**config.mk**
```make
export PLATFORM = sky130hd
export DESIGN_NAME = png_palette_chunk_extractor
export DESIGN_NICKNAME = d
export VERILOG_FILES = /design/src/pngpal_pkg.sv /design/src/pngpal_parser.sv /design/src/pngpal_fifo.sv /design/src/pngpal_emitter.sv /design/src/png_palette_chunk_extractor.sv
export SDC_FILE = /design/constraint.sdc
export NUM_CORES = 1
export LEC_CHECK = 0
export CAP_MARGIN = 20
export CORE_ASPECT_RATIO = 1.1
export CORE_MARGIN = 1.5
export CORE_UTILIZATION = 30
export CTS_BUF_LIST = sky130_fd_sc_hd__clkbuf_8
export CTS_CLUSTER_DIAMETER = 80
export DETAILED_ROUTE_END_ITERATION = 12
export DONT_BUFFER_PORTS = 1
export GPL_TIMING_DRIVEN = 0
export PLACE_DENSITY = 0.41
export SLEW_MARGIN = 30
export SYNTH_ARGS = -nofsm -noshare
export SYNTH_HDL_FRONTEND = slang
export SYNTH_HIERARCHICAL = 1
export SYNTH_SLANG_ARGS = --single-unit
```
**constraint.sdc**
```tcl
create_clock -name clk -period 11.3 [get_ports clk]
set_input_delay 0.565 -clock clk [delete_from_list [all_inputs] [get_ports clk]]
set_output_delay 0.565 -clock clk [all_outputs]
set_load 0.03 [all_outputs]
```
**src/pngpal_pkg.sv**
```systemverilog
// Shared types, constants and a helper function for the PNG palette extractor.
`timescale 1ns / 1ps

package pngpal_pkg;

  typedef enum logic [2:0] {
    PH_SIG  = 3'd0,
    PH_LEN  = 3'd1,
    PH_TYPE = 3'd2,
    PH_SKIP = 3'd3,
    PH_CRC  = 3'd4,
    PH_PAL  = 3'd5
  } phase_t;

  typedef enum logic [1:0] {
    KIND_ENTRY = 2'd0,
    KIND_DONE  = 2'd1,
    KIND_NONE  = 2'd2,
    KIND_TRUNC = 2'd3
  } kind_t;

  localparam int FILE_SIZE_W = 29;
  localparam int MAX_ENTRIES = 256;
  localparam int SIG_BYTES = 8;
  localparam int HDR_BYTES = 12;
  localparam logic [31:0] TYPE_PLTE = 32'h504C_5445;
  localparam logic [31:0] TYPE_IEND = 32'h4945_4E44;
  localparam logic [31:0] PAL_LEN_LIMIT = 32'(3 * MAX_ENTRIES);

  localparam int FIFO_DEPTH = 4;
  localparam int FIFO_AW = $clog2(FIFO_DEPTH);
  localparam int FIFO_CW = $clog2(FIFO_DEPTH + 1);

  // One request from the parser to the output stage. When pair is set the
  // request expands into an entry followed by a completion carrying count.
  typedef struct packed {
    kind_t       kind;
    logic [7:0]  idx;
    logic [23:0] color;
    logic [8:0]  count;
    logic        pair;
  } cmd_t;

  // Floor of x / 3 for x below 768, by multiplication with a reciprocal.
  function automatic logic [8:0] div3(input logic [9:0] x);
    logic [19:0] p;
    p = 20'(x) * 20'd683;
    return p[19:11];
  endfunction

endpackage

```
**src/pngpal_parser.sv**
```systemverilog
// Front end: accepts file bytes, walks the chunk structure and issues requests.
`timescale 1ns / 1ps

module pngpal_parser (
  input  logic                                clk,
  input  logic                                rst_n,
  input  logic                                cfg_we,
  input  logic [pngpal_pkg::FILE_SIZE_W-1:0]  cfg_wdata,
  input  logic                                accept,
  input  logic [7:0]                          data_byte,
  input  logic                                first_byte,
  output logic                                cmd_valid,
  output pngpal_pkg::cmd_t                    cmd
);

  localparam int FW = pngpal_pkg::FILE_SIZE_W;
  localparam int SW = FW + 5;

  logic [FW-1:0]      file_size_r;
  pngpal_pkg::phase_t phase_r, phase_nxt, cur_phase;
  logic [FW-1:0]      off_r, off_nxt, cur_off;
  logic [31:0]        fc_r, fc_nxt, cur_fc, fc_inc;
  logic [31:0]        len_r, len_nxt, cur_len, len_new;
  logic [31:0]        type_r, type_nxt, cur_type, type_new;
  logic [15:0]        acc_r, acc_nxt, cur_acc;
  logic [8:0]         target_r, target_nxt, cur_target, n_entries;
  logic [8:0]         done_r, done_nxt, cur_done, done_inc;
  logic               fin_r, fin_nxt, cur_fin;

  always_ff @(posedge clk) begin
    if (!rst_n) begin
      file_size_r <= '0;
    end else if (cfg_we) begin
      file_size_r <= cfg_wdata;
    end
  end

  always_ff @(posedge clk) begin
    if (!rst_n) begin
      phase_r  <= pngpal_pkg::PH_SIG;
      off_r    <= '0;
      fc_r     <= '0;
      len_r    <= '0;
      type_r   <= '0;
      acc_r    <= '0;
      target_r <= '0;
      done_r   <= '0;
      fin_r    <= 1'b1;
    end else if (accept) begin
      phase_r  <= phase_nxt;
      off_r    <= off_nxt;
      fc_r     <= fc_nxt;
      len_r    <= len_nxt;
      type_r   <= type_nxt;
      acc_r    <= acc_nxt;
      target_r <= target_nxt;
      done_r   <= done_nxt;
      fin_r    <= fin_nxt;
    end
  end

  always_comb begin
    // A first byte restarts the walk before the byte itself is handled.
    cur_phase  = first_byte ? pngpal_pkg::PH_SIG : phase_r;
    cur_off    = first_byte ? '0 : off_r;
    cur_fc     = first_byte ? '0 : fc_r;
    cur_len    = first_byte ? '0 : len_r;
    cur_type   = first_byte ? '0 : type_r;
    cur_acc    = first_byte ? '0 : acc_r;
    cur_target = first_byte ? '0 : target_r;
    cur_done   = first_byte ? '0 : done_r;
    cur_fin    = first_byte ? 1'b0 : fin_r;

    fc_inc   = cur_fc + 32'd1;
    len_new  = {cur_len[23:0], data_byte};
    type_new = {cur_type[23:0], data_byte};
    done_inc = cur_done + 9'd1;
    n_entries = (cur_len >= pngpal_pkg::PAL_LEN_LIMIT) ? 9'(pngpal_pkg::MAX_ENTRIES)
                                                       : pngpal_pkg::div3(cur_len[9:0]);

    phase_nxt  = cur_phase;
    off_nxt    = cur_off;
    fc_nxt     = cur_fc;
    len_nxt    = cur_len;
    type_nxt   = cur_type;
    acc_nxt    = cur_acc;
    target_nxt = cur_target;
    done_nxt   = cur_done;
    fin_nxt    = cur_fin;

    cmd_valid  = 1'b0;
    cmd.kind   = pngpal_pkg::KIND_NONE;
    cmd.idx    = '0;
    cmd.color  = '0;
    cmd.count  = '0;
    cmd.pair   = 1'b0;

    if (first_byte &&
        (SW'(file_size_r) < SW'(pngpal_pkg::SIG_BYTES + pngpal_pkg::HDR_BYTES))) begin
      fin_nxt   = 1'b1;
      cmd_valid = 1'b1;
      cmd.kind  = pngpal_pkg::KIND_NONE;
    end else if (!cur_fin) begin
      off_nxt = cur_off + FW'(1);
      case (cur_phase)
        pngpal_pkg::PH_SIG: begin
          fc_nxt = fc_inc;
          if (fc_inc >= 32'(pngpal_pkg::SIG_BYTES)) begin
            phase_nxt = pngpal_pkg::PH_LEN;
            fc_nxt    = '0;
            len_nxt   = '0;
          end
        end
        pngpal_pkg::PH_LEN: begin
          len_nxt = len_new;
          fc_nxt  = fc_inc;
          if (fc_inc >= 32'd4) begin
            if ((SW'(cur_off) + SW'(9) + SW'(len_new)) > SW'(file_size_r)) begin
              fin_nxt   = 1'b1;
              cmd_valid = 1'b1;
              cmd.kind  = pngpal_pkg::KIND_TRUNC;
            end else begin
              phase_nxt = pngpal_pkg::PH_TYPE;
              fc_nxt    = '0;
              type_nxt  = '0;
            end
          end
        end
        pngpal_pkg::PH_TYPE: begin
          type_nxt = type_new;
          fc_nxt   = fc_inc;
          if (fc_inc >= 32'd4) begin
            fc_nxt = '0;
            if (type_new == pngpal_pkg::TYPE_PLTE) begin
              target_nxt = n_entries;
              done_nxt   = '0;
              acc_nxt    = '0;
              if (n_entries == 9'd0) begin
                fin_nxt   = 1'b1;
                cmd_valid = 1'b1;
                cmd.kind  = pngpal_pkg::KIND_DONE;
              end else begin
                phase_nxt = pngpal_pkg::PH_PAL;
              end
            end else if (type_new == pngpal_pkg::TYPE_IEND) begin
              fin_nxt   = 1'b1;
              cmd_valid = 1'b1;
              cmd.kind  = pngpal_pkg::KIND_NONE;
            end else begin
              phase_nxt = (cur_len == 32'd0) ? pngpal_pkg::PH_CRC : pngpal_pkg::PH_SKIP;
            end
          end
        end
        pngpal_pkg::PH_SKIP: begin
          fc_nxt = fc_inc;
          if (fc_inc >= cur_len) begin
            phase_nxt = pngpal_pkg::PH_CRC;
            fc_nxt    = '0;
          end
        end
        pngpal_pkg::PH_CRC: begin
          fc_nxt = fc_inc;
          if (fc_inc >= 32'd4) begin
            if ((SW'(cur_off) + SW'(1 + pngpal_pkg::HDR_BYTES)) > SW'(file_size_r)) begin
              fin_nxt   = 1'b1;
              cmd_valid = 1'b1;
              cmd.kind  = pngpal_pkg::KIND_NONE;
            end else begin
              phase_nxt = pngpal_pkg::PH_LEN;
              fc_nxt    = '0;
              len_nxt   = '0;
              type_nxt  = '0;
            end
          end
        end
        pngpal_pkg::PH_PAL: begin
          if (cur_fc < 32'd2) begin
            acc_nxt = {cur_acc[7:0], data_byte};
            fc_nxt  = fc_inc;
          end else begin
            fc_nxt    = '0;
            acc_nxt   = '0;
            done_nxt  = done_inc;
            cmd_valid = 1'b1;
            cmd.kind  = pngpal_pkg::KIND_ENTRY;
            cmd.idx   = cur_done[7:0];
            cmd.color = {cur_acc, data_byte};
            if (done_inc >= cur_target) begin
              fin_nxt   = 1'b1;
              cmd.count = done_inc;
              cmd.pair  = 1'b1;
            end
          end
        end
        default: begin
          fin_nxt = 1'b1;
        end
      endcase
    end
  end

endmodule

```
**src/pngpal_fifo.sv**
```systemverilog
// Short request queue between the parser and the output stage.
`timescale 1ns / 1ps

module pngpal_fifo (
  input  logic              clk,
  input  logic              rst_n,
  input  logic              push,
  input  pngpal_pkg::cmd_t  push_cmd,
  input  logic              pop,
  output logic              head_valid,
  output pngpal_pkg::cmd_t  head_cmd,
  output logic              full
);

  localparam int AW = pngpal_pkg::FIFO_AW;
  localparam int CW = pngpal_pkg::FIFO_CW;

  pngpal_pkg::cmd_t slot_r [pngpal_pkg::FIFO_DEPTH];
  logic [AW-1:0]    wr_ptr_r, rd_ptr_r;
  logic [CW-1:0]    count_r;

  always_ff @(posedge clk) begin
    if (push) begin
      slot_r[wr_ptr_r] <= push_cmd;
    end
  end

  always_ff @(posedge clk) begin
    if (!rst_n) begin
      wr_ptr_r <= '0;
      rd_ptr_r <= '0;
      count_r  <= '0;
    end else begin
      if (push) begin
        wr_ptr_r <= wr_ptr_r + AW'(1);
      end
      if (pop) begin
        rd_ptr_r <= rd_ptr_r + AW'(1);
      end
      if (push && !pop) begin
        count_r <= count_r + CW'(1);
      end else if (pop && !push) begin
        count_r <= count_r - CW'(1);
      end
    end
  end

  assign head_valid = (count_r != '0);
  assign head_cmd   = slot_r[rd_ptr_r];
  assign full       = (count_r == CW'(pngpal_pkg::FIFO_DEPTH));

endmodule

```
**src/pngpal_emitter.sv**
```systemverilog
// Back end: expands queued requests into results and holds them in the output register.
`timescale 1ns / 1ps

module pngpal_emitter (
  input  logic              clk,
  input  logic              rst_n,
  input  logic              head_valid,
  input  pngpal_pkg::cmd_t  head_cmd,
  output logic              pop,
  output logic              out_tvalid,
  input  logic              out_tready,
  output logic [47:0]       out_tdata,
  output logic [1:0]        out_tuser,
  output logic              out_tlast
);

  logic               valid_r;
  pngpal_pkg::kind_t  kind_r;
  logic [7:0]         idx_r;
  logic [23:0]        color_r;
  logic [8:0]         count_r;
  logic               last_r;
  logic               pend_r;
  logic [8:0]         pend_count_r;
  logic               load;

  assign load = !valid_r || out_tready;
  assign pop  = load && !pend_r && head_valid;

  always_ff @(posedge clk) begin
    if (!rst_n) begin
      valid_r <= 1'b0;
      pend_r  <= 1'b0;
    end else if (load) begin
      if (pend_r) begin
        valid_r <= 1'b1;
        pend_r  <= 1'b0;
      end else begin
        valid_r <= head_valid;
        pend_r  <= head_valid && head_cmd.pair;
      end
    end
  end

  always_ff @(posedge clk) begin
    if (load) begin
      if (pend_r) begin
        kind_r  <= pngpal_pkg::KIND_DONE;
        idx_r   <= '0;
        color_r <= '0;
        count_r <= pend_count_r;
        last_r  <= 1'b1;
      end else begin
        kind_r       <= head_cmd.kind;
        idx_r        <= head_cmd.idx;
        color_r      <= head_cmd.color;
        count_r      <= head_cmd.pair ? 9'd0 : head_cmd.count;
        last_r       <= !head_cmd.pair;
        pend_count_r <= head_cmd.count;
      end
    end
  end

  assign out_tvalid = valid_r;
  assign out_tdata  = {7'd0, count_r, color_r, idx_r};
  assign out_tuser  = kind_r;
  assign out_tlast  = last_r;

endmodule

```
**src/png_palette_chunk_extractor.sv**
```systemverilog
// Top level of the PNG palette extractor: parser, request queue and output stage.
`timescale 1ns / 1ps

// The block takes a PNG file one byte per request on the in_ channel; a request
// with in_tuser set marks the first byte of a file and restarts the parse.
// Before a file is streamed, its total length is written through cfg_we and
// cfg_wdata. Results leave on the out_ channel: out_tuser gives the kind
// (palette entry, palette complete, no palette, truncated chunk), out_tdata
// the entry index, color and count, and out_tlast marks the final result
// caused by one byte. Bytes are taken at one per cycle while in_tready is
// high. A result is registered in the queue and then in the output register;
// the byte that completes the last palette entry causes two results, the
// entry and then the completion. The parser and the output stage are parted
// by a four-request queue, so input continues while the receiver stalls,
// until the queue fills and in_tready drops. After reset the block ignores
// bytes until a first byte arrives, and the file length register reads zero.
module png_palette_chunk_extractor (
  input  logic        clk,
  input  logic        rst_n,
  input  logic        cfg_we,
  input  logic [28:0] cfg_wdata,   // file_size
  input  logic        in_tvalid,
  output logic        in_tready,
  input  logic [7:0]  in_tdata,    // [7:0] data_byte
  input  logic        in_tuser,    // [0] first_byte
  output logic        out_tvalid,
  input  logic        out_tready,
  output logic [47:0] out_tdata,   // [7:0] entry_index, [31:8] entry_color, [40:32] entry_count
  output logic [1:0]  out_tuser,   // [1:0] result_kind
  output logic        out_tlast
);

  logic             accept;
  logic             cmd_valid;
  pngpal_pkg::cmd_t cmd;
  logic             fifo_full;
  logic             head_valid;
  pngpal_pkg::cmd_t head_cmd;
  logic             pop;

  assign in_tready = !fifo_full;
  assign accept    = in_tvalid && in_tready;

  pngpal_parser u_parser (
    .clk        (clk),
    .rst_n      (rst_n),
    .cfg_we     (cfg_we),
    .cfg_wdata  (cfg_wdata),
    .accept     (accept),
    .data_byte  (in_tdata),
    .first_byte (in_tuser),
    .cmd_valid  (cmd_valid),
    .cmd        (cmd)
  );

  pngpal_fifo u_fifo (
    .clk        (clk),
    .rst_n      (rst_n),
    .push       (accept && cmd_valid),
    .push_cmd   (cmd),
    .pop        (pop),
    .head_valid (head_valid),
    .head_cmd   (head_cmd),
    .full       (fifo_full)
  );

  pngpal_emitter u_emitter (
    .clk        (clk),
    .rst_n      (rst_n),
    .head_valid (head_valid),
    .head_cmd   (head_cmd),
    .pop        (pop),
    .out_tvalid (out_tvalid),
    .out_tready (out_tready),
    .out_tdata  (out_tdata),
    .out_tuser  (out_tuser),
    .out_tlast  (out_tlast)
  );

`ifndef SYNTHESIS
  a_pair_follows: assert property (@(posedge clk) disable iff (!rst_n)
    (out_tvalid && out_tready && out_tuser == pngpal_pkg::KIND_ENTRY && !out_tlast) |=>
    (out_tvalid && out_tuser == pngpal_pkg::KIND_DONE && out_tlast))
    else $error("palette completion did not follow the last entry");

  a_final_kinds_last: assert property (@(posedge clk) disable iff (!rst_n)
    (out_tvalid && out_tuser != pngpal_pkg::KIND_ENTRY) |-> out_tlast)
    else $error("final result kind without last flag");

  a_backlog_on_stall: assert property (@(posedge clk) disable iff (!rst_n)
    !in_tready |-> out_tvalid)
    else $error("input stalled while output stage is empty");
`endif

endmodule

```
Word-level counts from Yosys, hierarchy flattened
Memory sizes are Yosys's and may differ from the RTL's. A register that Yosys moved wholly into a read port is not among the register bits.
Cells that the tools add are included.

operators by class
  multiply operators = 1
  add/subtract/negate cells = 10
  eq/ne operators = 8
  order comparisons = 9
  div/mod/pow operators = 0
  multiplexer cells = 106
  reduce and logical (&&, ||, !) cells = 22
  bitwise gates (word level) = 1
  shifts and indexed selects = 0

operators with widths
  cell                     count
  $mux W32                 24
  $pmux W32 S3             2
  $pmux W32 S6             1
  $mux W9                  15
  $mux W16                 6
  $mux W44                 2
  $mux W29                 3
  $mux W42                 2
  $gt A34 B29 Y1           2
  $eq A32 B31 Y1 const B   2
  $add A29 B4 Y30 const B  2
  $mux W3                  16
  $add A34 B32 Y34         1
  $add A32 B1 Y32 const B  1
  $ge A32 B10 Y1 const B   1
  $ge A32 B3 Y1 const B    1
  $ge A32 B32 Y1           1
  $ge A32 B4 Y1 const B    1
  $logic_not A32 Y1        1
  $lt A32 B2 Y1 const B    1
  $pmux W16 S2             1
  $add A29 B1 Y29 const B  1
  $lt A29 B5 Y1 const B    1
  $mux W1                  21
  other kinds (26)         48

storage, ports and cells
  bits in read-only memories = 0
  logic and storage cells = 179
  memories kept = 1
  register bits = 254
  bits in latches = 0
  RAM bits = 176

memories
  memory         depth  width  read ports  clocked after memory_dff  wr ports  RTL line           RTL
  u_fifo.slot_r  4      44     1           1                         1         pngpal_fifo.sv:18  pngpal_pkg::cmd_t slot_r [pngpal_pkg::FIFO_DEPTH];

Logic depth before layout (Yosys ltp)
Gate-level depths: netlist of the first run.

  depth in word-level cells = 15
  depth in mapped cells = 42
  mapped depth without buffers = 34

Hierarchy
The synthesis of the first run kept the hierarchy.

modules (own cells, without submodules)
  module                       cells an instance  area an instance (µm²)  times used  sequential area each (µm²)
  pngpal_parser                2177               17116.4                 1           3683.5
  pngpal_fifo                  273                6854.1                  1           5465.2
  pngpal_emitter               123                2080.7                  1           1631.6
  png_palette_chunk_extractor  3                  18.8                    1           0.0

Least setup slack after synthesis of the first run
Ideal clock, no wire load.

  kind = input port to flip-flop
  start point = input in_tuser
  end point = memory u_fifo/slot_r[0][0] (netlist bit) (enable)
  library setup time = 0.406 ns
  stages = 31
  required time = 10.894 ns
  setup slack = 1.901 ns
  data arrival time = 8.994 ns
  cell sequence = buf_4 -> buf_4 -> buf_4 -> buf_4 -> clkbuf_1 -> clkbuf_1 -> clkbuf_1 -> clkbuf_1 -> clkbuf_1 -> clkbuf_1 -> buf_1 -> nor2_1 -> ha_1 -> fa_1 -> inv_1 -> fa_1 -> fa_1 -> inv_1 -> ha_1 -> o211ai_1 -> or2_2 -> o211ai_1 -> a21boi_1 -> xnor2_1 -> or3_1 -> nor4b_2 -> o21ai_0 -> and3b_1 -> o31ai_1 -> and3b_1 -> and2_1

on the way
  cells in the longest elaborated chain, start to end = 13
  elaborated cells between the ends (all ways) = 40
  those cells by class = add/sub (4); mul (1); order compare (5); eq/ne (6); mux (21); reduce/logical (3)

RTL lines
  item                                                                      RTL line                           RTL
  start, declared                                                           png_palette_chunk_extractor.sv:25  input logic in_tuser,
  parallel branches: the longest is 9 deep, another holds $add A34 B32 Y34  n/a
  $mux W1 (*)                                                               pngpal_parser.sv:98                if (first_byte &&
  net cmd_valid                                                             png_palette_chunk_extractor.sv:34  logic cmd_valid;
  $logic_and A1 B1 Y1 (*)                                                   png_palette_chunk_extractor.sv:59  .push (accept && cmd_valid),
  $mux W1 (*)                                                               pngpal_fifo.sv:23                  if (push) begin
  $mux W1 (implied by the code) (*)                                         pngpal_fifo.sv:24                  slot_r[wr_ptr_r] <= push_cmd;
  end, declared                                                             pngpal_fifo.sv:18

Mark *: on every way through the listed nets, which the timed path passes.

Worst setup path in the final report of the first run
  start point = input in_tuser
  end point = register u_fifo.count_r[2]

on the way
  cells in the longest elaborated chain, start to end = 14
  elaborated cells between the ends (all ways) = 43
  those cells by class = add/sub (4); mul (1); order compare (5); eq/ne (6); mux (20); reduce/logical (7)

RTL lines
  item                                                                      RTL line                           RTL
  parallel branches: the longest is 9 deep, another holds $add A34 B32 Y34  n/a
  $mux W1 (*)                                                               pngpal_parser.sv:98
  net cmd_valid                                                             png_palette_chunk_extractor.sv:34
  $logic_and A1 B1 Y1 (*)                                                   png_palette_chunk_extractor.sv:59
  $logic_not A1 Y1                                                          pngpal_fifo.sv:42                  end else if (pop && !push) begin
  $logic_and A1 B1 Y1                                                       pngpal_fifo.sv:42
  $reduce_bool A2 Y1 (no source line)                                       n/a
  end signal, assigned                                                      pngpal_fifo.sv:41                  count_r <= count_r + CW'(1);
  end signal, assigned                                                      pngpal_fifo.sv:43                  count_r <= count_r - CW'(1);
  end, declared                                                             pngpal_fifo.sv:20                  logic [CW-1:0] count_r;

Marked as above.
A chain may end at the register's enable or synchronous reset.

==> impl_metrics.ini, run 1 <==
[final_layout]
drive_gt1_frac = 0.0965
layout_commonest_cell = edfxtp_1
stdcell_area_um2 = 29500
finish.net_count = 2953
syn_to_final_growth_pct = 13.0
regArea_um2 = 10800
final_cell_mix = edfxtp_1 (229), nand2_1 (219), ha_1 (209)
multiInputGateArea_um2 = 14100
fillers = 8910

[floorplan]
io_pins = 96
start_util = 0.302
dieHeight_um = 312
row_count = 113
die_area_um2 = 88700
die_w_um = 284
design.core.area_um2 = 86200

[detailed_routing]
route.detailed.drc = 0
drtPass1Iterations = 6
dr.first_iter.drc_count = 1606
wire_per_inst_um = 22.9
via_per_inst = 5.30
drt-total-wl_mm = 89.1
ant_nets = 0
vias = 20700

[timing]
fin_ws_ps = 460
timing.fmax_ghz = 0.0923
hold_viol = 0
fin_hold_ws_ps = 64.4
finClkSkew_ps = 37.3
worstMarginPinSlew_ps = 985
setup_viol = 0
maxSlewViolCount = 0
min_period_ps = 10840
rsz0062_at_grt = false
fin_crit_sh = 0.959
relSlewSlack = 0.342

[yosys]
ys_types = 97
yosysTopAreaCell = edfxtp_1
synth_top_area_frac = 0.264
ys_warn_count = 6
async_flop_share = 0
ys_seq_elements = 424
synth-seq-area-share = 0.414
postSynthCellCount = 2576
synth_enable_flop_cells = 229
avgSynthCellArea_um2 = 10.1
synthTopCellsByArea = edfxtp_1 (26%), dfxtp_1 (15%), ha_1 (10%), mux4_2 (3.5%), nor2b_1 (3.2%)
synthFlopType = edfxtp_1
syn_area_um2 = 26100

[setup_path]
start_kind = input pin
slowest_stage = nor4_1
reg2reg_slack_ps = 2020
worstSetupEndpointType = flop
worstPathArrival_ps = 11420
cp_max_fo = 28
cp-startpoint = in_tuser
worstRegToRegCells = 30
r2r-start = u_parser/len_r[5]$_SDFFE_PN0P_
r2r-end = u_fifo/count_r[2]$_SDFFE_PN0P_
worstSetupPathType = input pin to flop
cp_slowest_stage_delay_ps = 510
worstPathRequired_ps = 11880

[cts]
insertion_delay_ps = 700
numCtsBuffers = 83
htreeDepth = 3
clock-sinks = 424
postCtsSetupBuffers = 0
cts_tree = yes
clockBufferDepth = 3
clkTransAtPathRegs_ps = 60
cts_root_buf = clkbuf_8

[power_and_ir_drop]
p_sw_w = 0.00132
p_sw_frac = 0.314
peakVddDrop_v = 0.0000907
power_density_nw_per_um2 = 143
seq_power_share = 0.461
pwr-share-clk = 0.359
p_int_w = 0.00288
power_frac_comb = 0.179
p_leak_nw = 11.4

[global_route]
grt_pass1_vias = 20800
grt_max_degree = 32
grt-ovfl-total = 0
grt_pass1_wl_mm = 134
grt_use_total = 0.198
antenna_found_initial = 5

[placed_design]
placed_area_um2 = 27700
dp_hpwl_mm = 67.1
dpl_worst_slack_ps = -3060
numPortBuffers = 0
gp_congestion = 0.903

[hold_path]
holdPathEnd = u_parser/len_r[6]$_SDFFE_PN0P_
min-delay-start = in_tdata[6]
holdPathStages = 2
hp-class = input pin to flop

[status]
status = completed

[run]
maxCapViolations = 0
## area by class of cell
class	count	area share
Timing Repair Buffer	14	0.00645
Sequential cell	424	0.366
Multi-Input combinational cell	1873	0.480
Antenna cell	4	0.000340
Clock inverter	60	0.0118
Clock buffer	92	0.0430
Buffer	141	0.0256
Inverter	142	0.0181
Tap cell	1150	0.0488
## cells by family (layout without fill, tap and decap cells)
family | after synthesis | count (layout) | synth area share
other | 1 | 11 | 0.000144
AOI/OAI and AO/OA | 539 | 539 | 0.142
adders and majority gates | 233 | 233 | 0.118
and+or+nand+nor | 886 | 886 | 0.182
xor gates and xnor gates | 125 | 125 | 0.0420
muxes | 83 | 83 | 0.0539
buffers and inverters | 285 | 449 | 0.0484
DFF | 424 | 424 | 0.414
## cells in the mapped netlist, types with 11 or more instances
cell        n
o211ai_1   13
xnor2_1    92
nor4_1     33
and2_1     61
a31oi_1    15
nor2b_1   135
a21boi_0   11
a21o_1     23
dfxtp_1   195
ha_1      209
a32oi_1    14
a22oi_1    13
mux4_2     40
xor2_1     33
and4_1     11
and3_1     27
a32o_1     18
nand2b_1   13
edfxtp_1  229
a22o_1     77
nand4_1    48
or3_1      12
nor3_1     54
nand2_1   219
a211oi_1   28
buf_4      19
inv_1     141
o21ai_0   110
nand3_1    54
fa_1       22
nor2_1    140
nor4b_1    13
a21oi_1   111
o21a_1     15
clkbuf_1   85
buf_1      11
mux2i_1    35
o31ai_1    13
buf_2      18
## worst max-delay path by stage
stage | slack, ps | endpoint
final | 460 | u_fifo/count_r[2]$_SDFFE_PN0P_
after CTS | 180 | u_fifo/count_r[2]$_SDFFE_PN0P_
after global placement | -5370 | u_fifo/slot_r[0][30]$_DFFE_PP_
after global routing | 130 | u_fifo/count_r[2]$_SDFFE_PN0P_
after floorplan | 1900 | u_fifo/slot_r[0][0]$_DFFE_PP_
after detailed placement | -3060 | u_fifo/count_r[2]$_SDFFE_PN0P_
## worst max-delay path: cells and delay by family
kind            cells  cell delay (ps)
xor+xnor            2              280
fa+ha+maj           6             1630
simple gates       11             2960
compound gates     11             3190
buf+inv            10             2740
## metrics by stage
stage / setup TNS, ps / cells / util / total power, W
3_3_place_gp: -1156280 / 3732 / 0.319 / 0.00272
6_report: 0 / 3900 / 0.342 / 0.00420
3_5_place_dp: -570320 / 3737 / 0.321 / 0.00273
5_1_grt: 0 / 3898 / 0.342 / 0.00441
4_1_cts: 0 / 3896 / 0.341 / 0.00427
2_1_floorplan: 0 / 2582 / - / 0.00249
## registers in the layout, indices dropped and copies added (netlist names), 9 cells and up, named ones only
register                flops
u_parser/target_r           9
u_parser/off_r             29
u_parser/fc_r              32
u_emitter/color_r          24
u_emitter/pend_count_r      9
u_parser/type_r            24
u_parser/len_r             32
u_fifo/slot_r             176
u_parser/done_r             9
u_parser/file_size_r       29
u_parser/acc_r             16
u_emitter/count_r           9
## timing repair
action / in CTS / in global routing
pin swaps: 0 / 0
hold buffers: 9 / 0
hold endpoints to repair: 28 / 0
setup endpoints to repair: 244 / 121
gates resized for setup: 13 / 7
## power groups by stage
stage	Sequential (W)	Clock, W	Combinational (W)
final	0.00194	0.00151	0.000754
after global routing	0.00195	0.00164	0.000816
after CTS	0.00194	0.00157	0.000765
after detailed placement	0.00197	0	0.000757
after global placement	0.00197	0	0.000746
after floorplan	0.00196	0	0.000531
## per-layer routing
metal	track usage	vias to the layer above	wire (um)
met5	0	-	0
met4	0.0633	0	2140
met3	0.0332	122	4870
met2	0.329	593	42200
met1	0.262	10300	39900
li1	-	9713	-
Power figures use the tool's default switching activity.
==> inputs of run 2 (changes only) <==
--- a/config.mk
+++ b/config.mk
@@ -15,8 +15,8 @@
 export DONT_BUFFER_PORTS = 1
 export GPL_TIMING_DRIVEN = 0
 export PLACE_DENSITY = 0.41
+export REMOVE_ABC_BUFFERS = 1
 export SLEW_MARGIN = 30
 export SYNTH_ARGS = -nofsm -noshare
 export SYNTH_HDL_FRONTEND = slang
-export SYNTH_HIERARCHICAL = 1
 export SYNTH_SLANG_ARGS = --single-unit
==> run 2 against run 1 <==
Net effect:
- clock power is essentially flat
- register-to-register slack gained 480 ps
- final cell count grew 2.9%
- power shrank 1.0%
==> impl_metrics.ini, run 2 <==
[cts]
postCtsSetupBuffers = 0
cts_tree = yes
cts_resized = 0
htreeDepth = 3
clock-sinks = 424
clockBufferDepth = 3
numCtsBuffers = 82
cts_root_buf = clkbuf_8
hold_buffers = 67
insertion_delay_ps = 730
clkTransAtPathRegs_ps = 60

[run]
maxCapViolations = 0

[floorplan]
io_pins = 96
row_count = 113
design.core.area_um2 = 86800
start_util = 0.304
die_area_um2 = 89800
dieHeight_um = 314
die_w_um = 286

[detailed_routing]
drt-total-wl_mm = 83.2
route.detailed.drc = 0
vias = 21200
ant_nets = 0
via_per_inst = 5.28
dr.first_iter.drc_count = 1489
drtPass1Iterations = 5
wire_per_inst_um = 20.7

[timing]
timing.fmax_ghz = 0.114
rsz0062_at_grt = false
maxSlewViolCount = 0
finClkSkew_ps = 95.9
worstMarginPinSlew_ps = 1000
setup_viol = 0
min_period_ps = 8800
fin_crit_sh = 0.779
hold_viol = 0
relSlewSlack = 0.324
fin_setup_tns_ps = 0

[final_layout]
fillers = 8988
top_register = u_fifo.slot_r
syn_to_final_growth_pct = 13.7
drive_gt1_frac = 0.0887
layout_commonest_cell = nand2_1
finish.net_count = 3064
largest_reg_flops = 176
utilization = 0.346
final_cell_mix = nand2_1 (288), nor2_1 (251), edfxtp_1 (229)
reg_top3 = u_fifo.slot_r (176), u_parser.fc_r (32), u_parser.len_r (32)

[placed_design]
numPortBuffers = 0
gp_congestion = 0.869
dp_hpwl_mm = 59.2

[yosys]
ys_warn_count = 0
synth_enable_flop_cells = 229
ys_seq_elements = 424
ys_types = 96
synth_top_area_frac = 0.260
avgSynthCellArea_um2 = 9.54
syn_area_um2 = 26400
synthTopCellsByArea = edfxtp_1 (26%), dfxtp_1 (15%), ha_1 (9.5%), nand2_1 (4.1%), nor2_1 (3.7%)
postSynthCellCount = 2768
async_flop_share = 0
yosysTopAreaCell = edfxtp_1
yosysMostFrequentCell = nand2_1
synth_common_cells = nand2_1 (290), nor2_1 (259), edfxtp_1 (229)
synth-seq-area-share = 0.408
synthFlopType = edfxtp_1

[setup_path]
worstSetupPathType = flop to flop
reg2reg_slack_ps = 2500
worstRegToRegCells = 33
cp_max_fo = 8
start_kind = flop
worstPathArrival_ps = 9370
r2r-end = u_fifo.count_r[2]$_SDFFE_PN0P_
slowest_stage = nor3_2
worstPathRequired_ps = 11870
r2r-start = u_parser.off_r[9]$_SDFFE_PN0P_
worstSetupEndpointType = flop
cp_slowest_stage_delay_ps = 620

[global_route]
antenna_found_initial = 1
grt-ovfl-total = 0
grt_pass1_vias = 21300
grt_use_total = 0.183
grt_max_degree = 125
grt_pass1_wl_mm = 128

[status]
status = completed

[hold_path]
hp-class = input pin to flop
holdPathEnd = u_parser.len_r[1]$_SDFFE_PN0P_
holdPathStages = 2
min-delay-start = in_tdata[1]

[power_and_ir_drop]
p_leak_nw = 11.7
peakVddDrop_v = 0.0000749
power_density_nw_per_um2 = 139
==> run 2: changes by cell type in the layout (fill, tap and decap cells not counted), moves of 16 or more <==
cell / delta
a21oi_1: +38
a22o_1: -69
xnor2_1: -24
xor2_1: +18
nand2_1: +69
buf_4: -16
o311a_1: +20
nor2b_1: -46
a31oi_1: +18
nor2_1: +112
buf_2: -18
clkbuf_1: -75
dlygate4sd3_1: +58
==> run 2: kinds of logic after synthesis <==
kind of cell	share of synthesized area
AND/OR/NAND/NOR	0.198
adder cells (fa/ha/maj)	0.113
multiplexers	0.0520
other	0.000142
XOR/XNOR	0.0395
AO/OA/AOI/OAI	0.143
flip-flops	0.408
buffers and inverters	0.0455
==> run 2: final cells by class <==
| class | count | area (um^2) | share of cell area |
|---|---|---|---|
| multi-input cells | 2052 | 14600 | 0.486 |
| flip-flops and latches | 424 | 10800 | 0.359 |
| well taps | 1150 | 1440 | 0.0479 |
| clock buffers | 91 | 1250 | 0.0417 |
| repair buffers | 84 | 996 | 0.0332 |
| inverters | 152 | 581 | 0.0193 |
| clock inverters | 61 | 374 | 0.0125 |
| diodes | 1 | 2.50 | 0.0000833 |
==> run 2: how the worst max path moves through the flow <==
stage,from,to,slack (ps),cells past startpoint
2_1_floorplan,in_tuser,u_fifo.slot_r[0][0]$_DFFE_PP_,2890,22
6_report,u_parser.off_r[9]$_SDFFE_PN0P_,u_fifo.count_r[2]$_SDFFE_PN0P_,2500,33
4_1_cts,u_parser.off_r[0]$_SDFFE_PN0P_,u_fifo.count_r[2]$_SDFFE_PN0P_,2530,33
3_5_place_dp,in_tuser,u_fifo.count_r[2]$_SDFFE_PN0P_,2390,33
3_3_place_gp,in_tuser,u_fifo.slot_r[0][15]$_DFFE_PP_,-1530,27
5_1_grt,u_parser.off_r[9]$_SDFFE_PN0P_,u_fifo.count_r[2]$_SDFFE_PN0P_,1780,33
==> run 2: metal layers <==
metal / vias up / track usage / routed length [um]
met5: - / 0 / 0
met4: 0 / 0.0505 / 1880
met3: 127 / 0.0285 / 3870
met2: 560 / 0.303 / 39100
met1: 10400 / 0.246 / 38300
li1: 10100 / - / -
==> run 2: stage by stage <==
step	area, um^2	std cells	worst slack [ps]	total power, W	hold slack [ps]
4_1_cts	30000	4013	2530	0.00424	0.949
5_1_grt	30000	4015	1780	0.00438	24.6
3_5_place_dp	27700	3794	2390	0.00265	456
3_3_place_gp	27200	3778	-1530	0.00262	446
6_report	30000	4015	2500	0.00416	63.4
2_1_floorplan	25800	2628	2890	0.00241	435
==> run 2: critical path: cells and delay by family (launching register included) <==
| family | cells | cell delay (ps) |
|---|---|---|
| compound gates | 11 | 2690 |
| xor+xnor | 3 | 630 |
| fa+ha+maj | 4 | 1390 |
| buf+inv | 2 | 180 |
| flops | 1 | 410 |
| simple gates | 13 | 3340 |
==> run 2: power breakdown <==
group | total [W] | switching, W | internal, W
Sequential | 0.00201 | 0.000243 | 0.00176
Clock | 0.00153 | 0.000731 | 0.000800
Combinational | 0.000620 | 0.000357 | 0.000263
Total | 0.00416 | 0.00133 | 0.00283
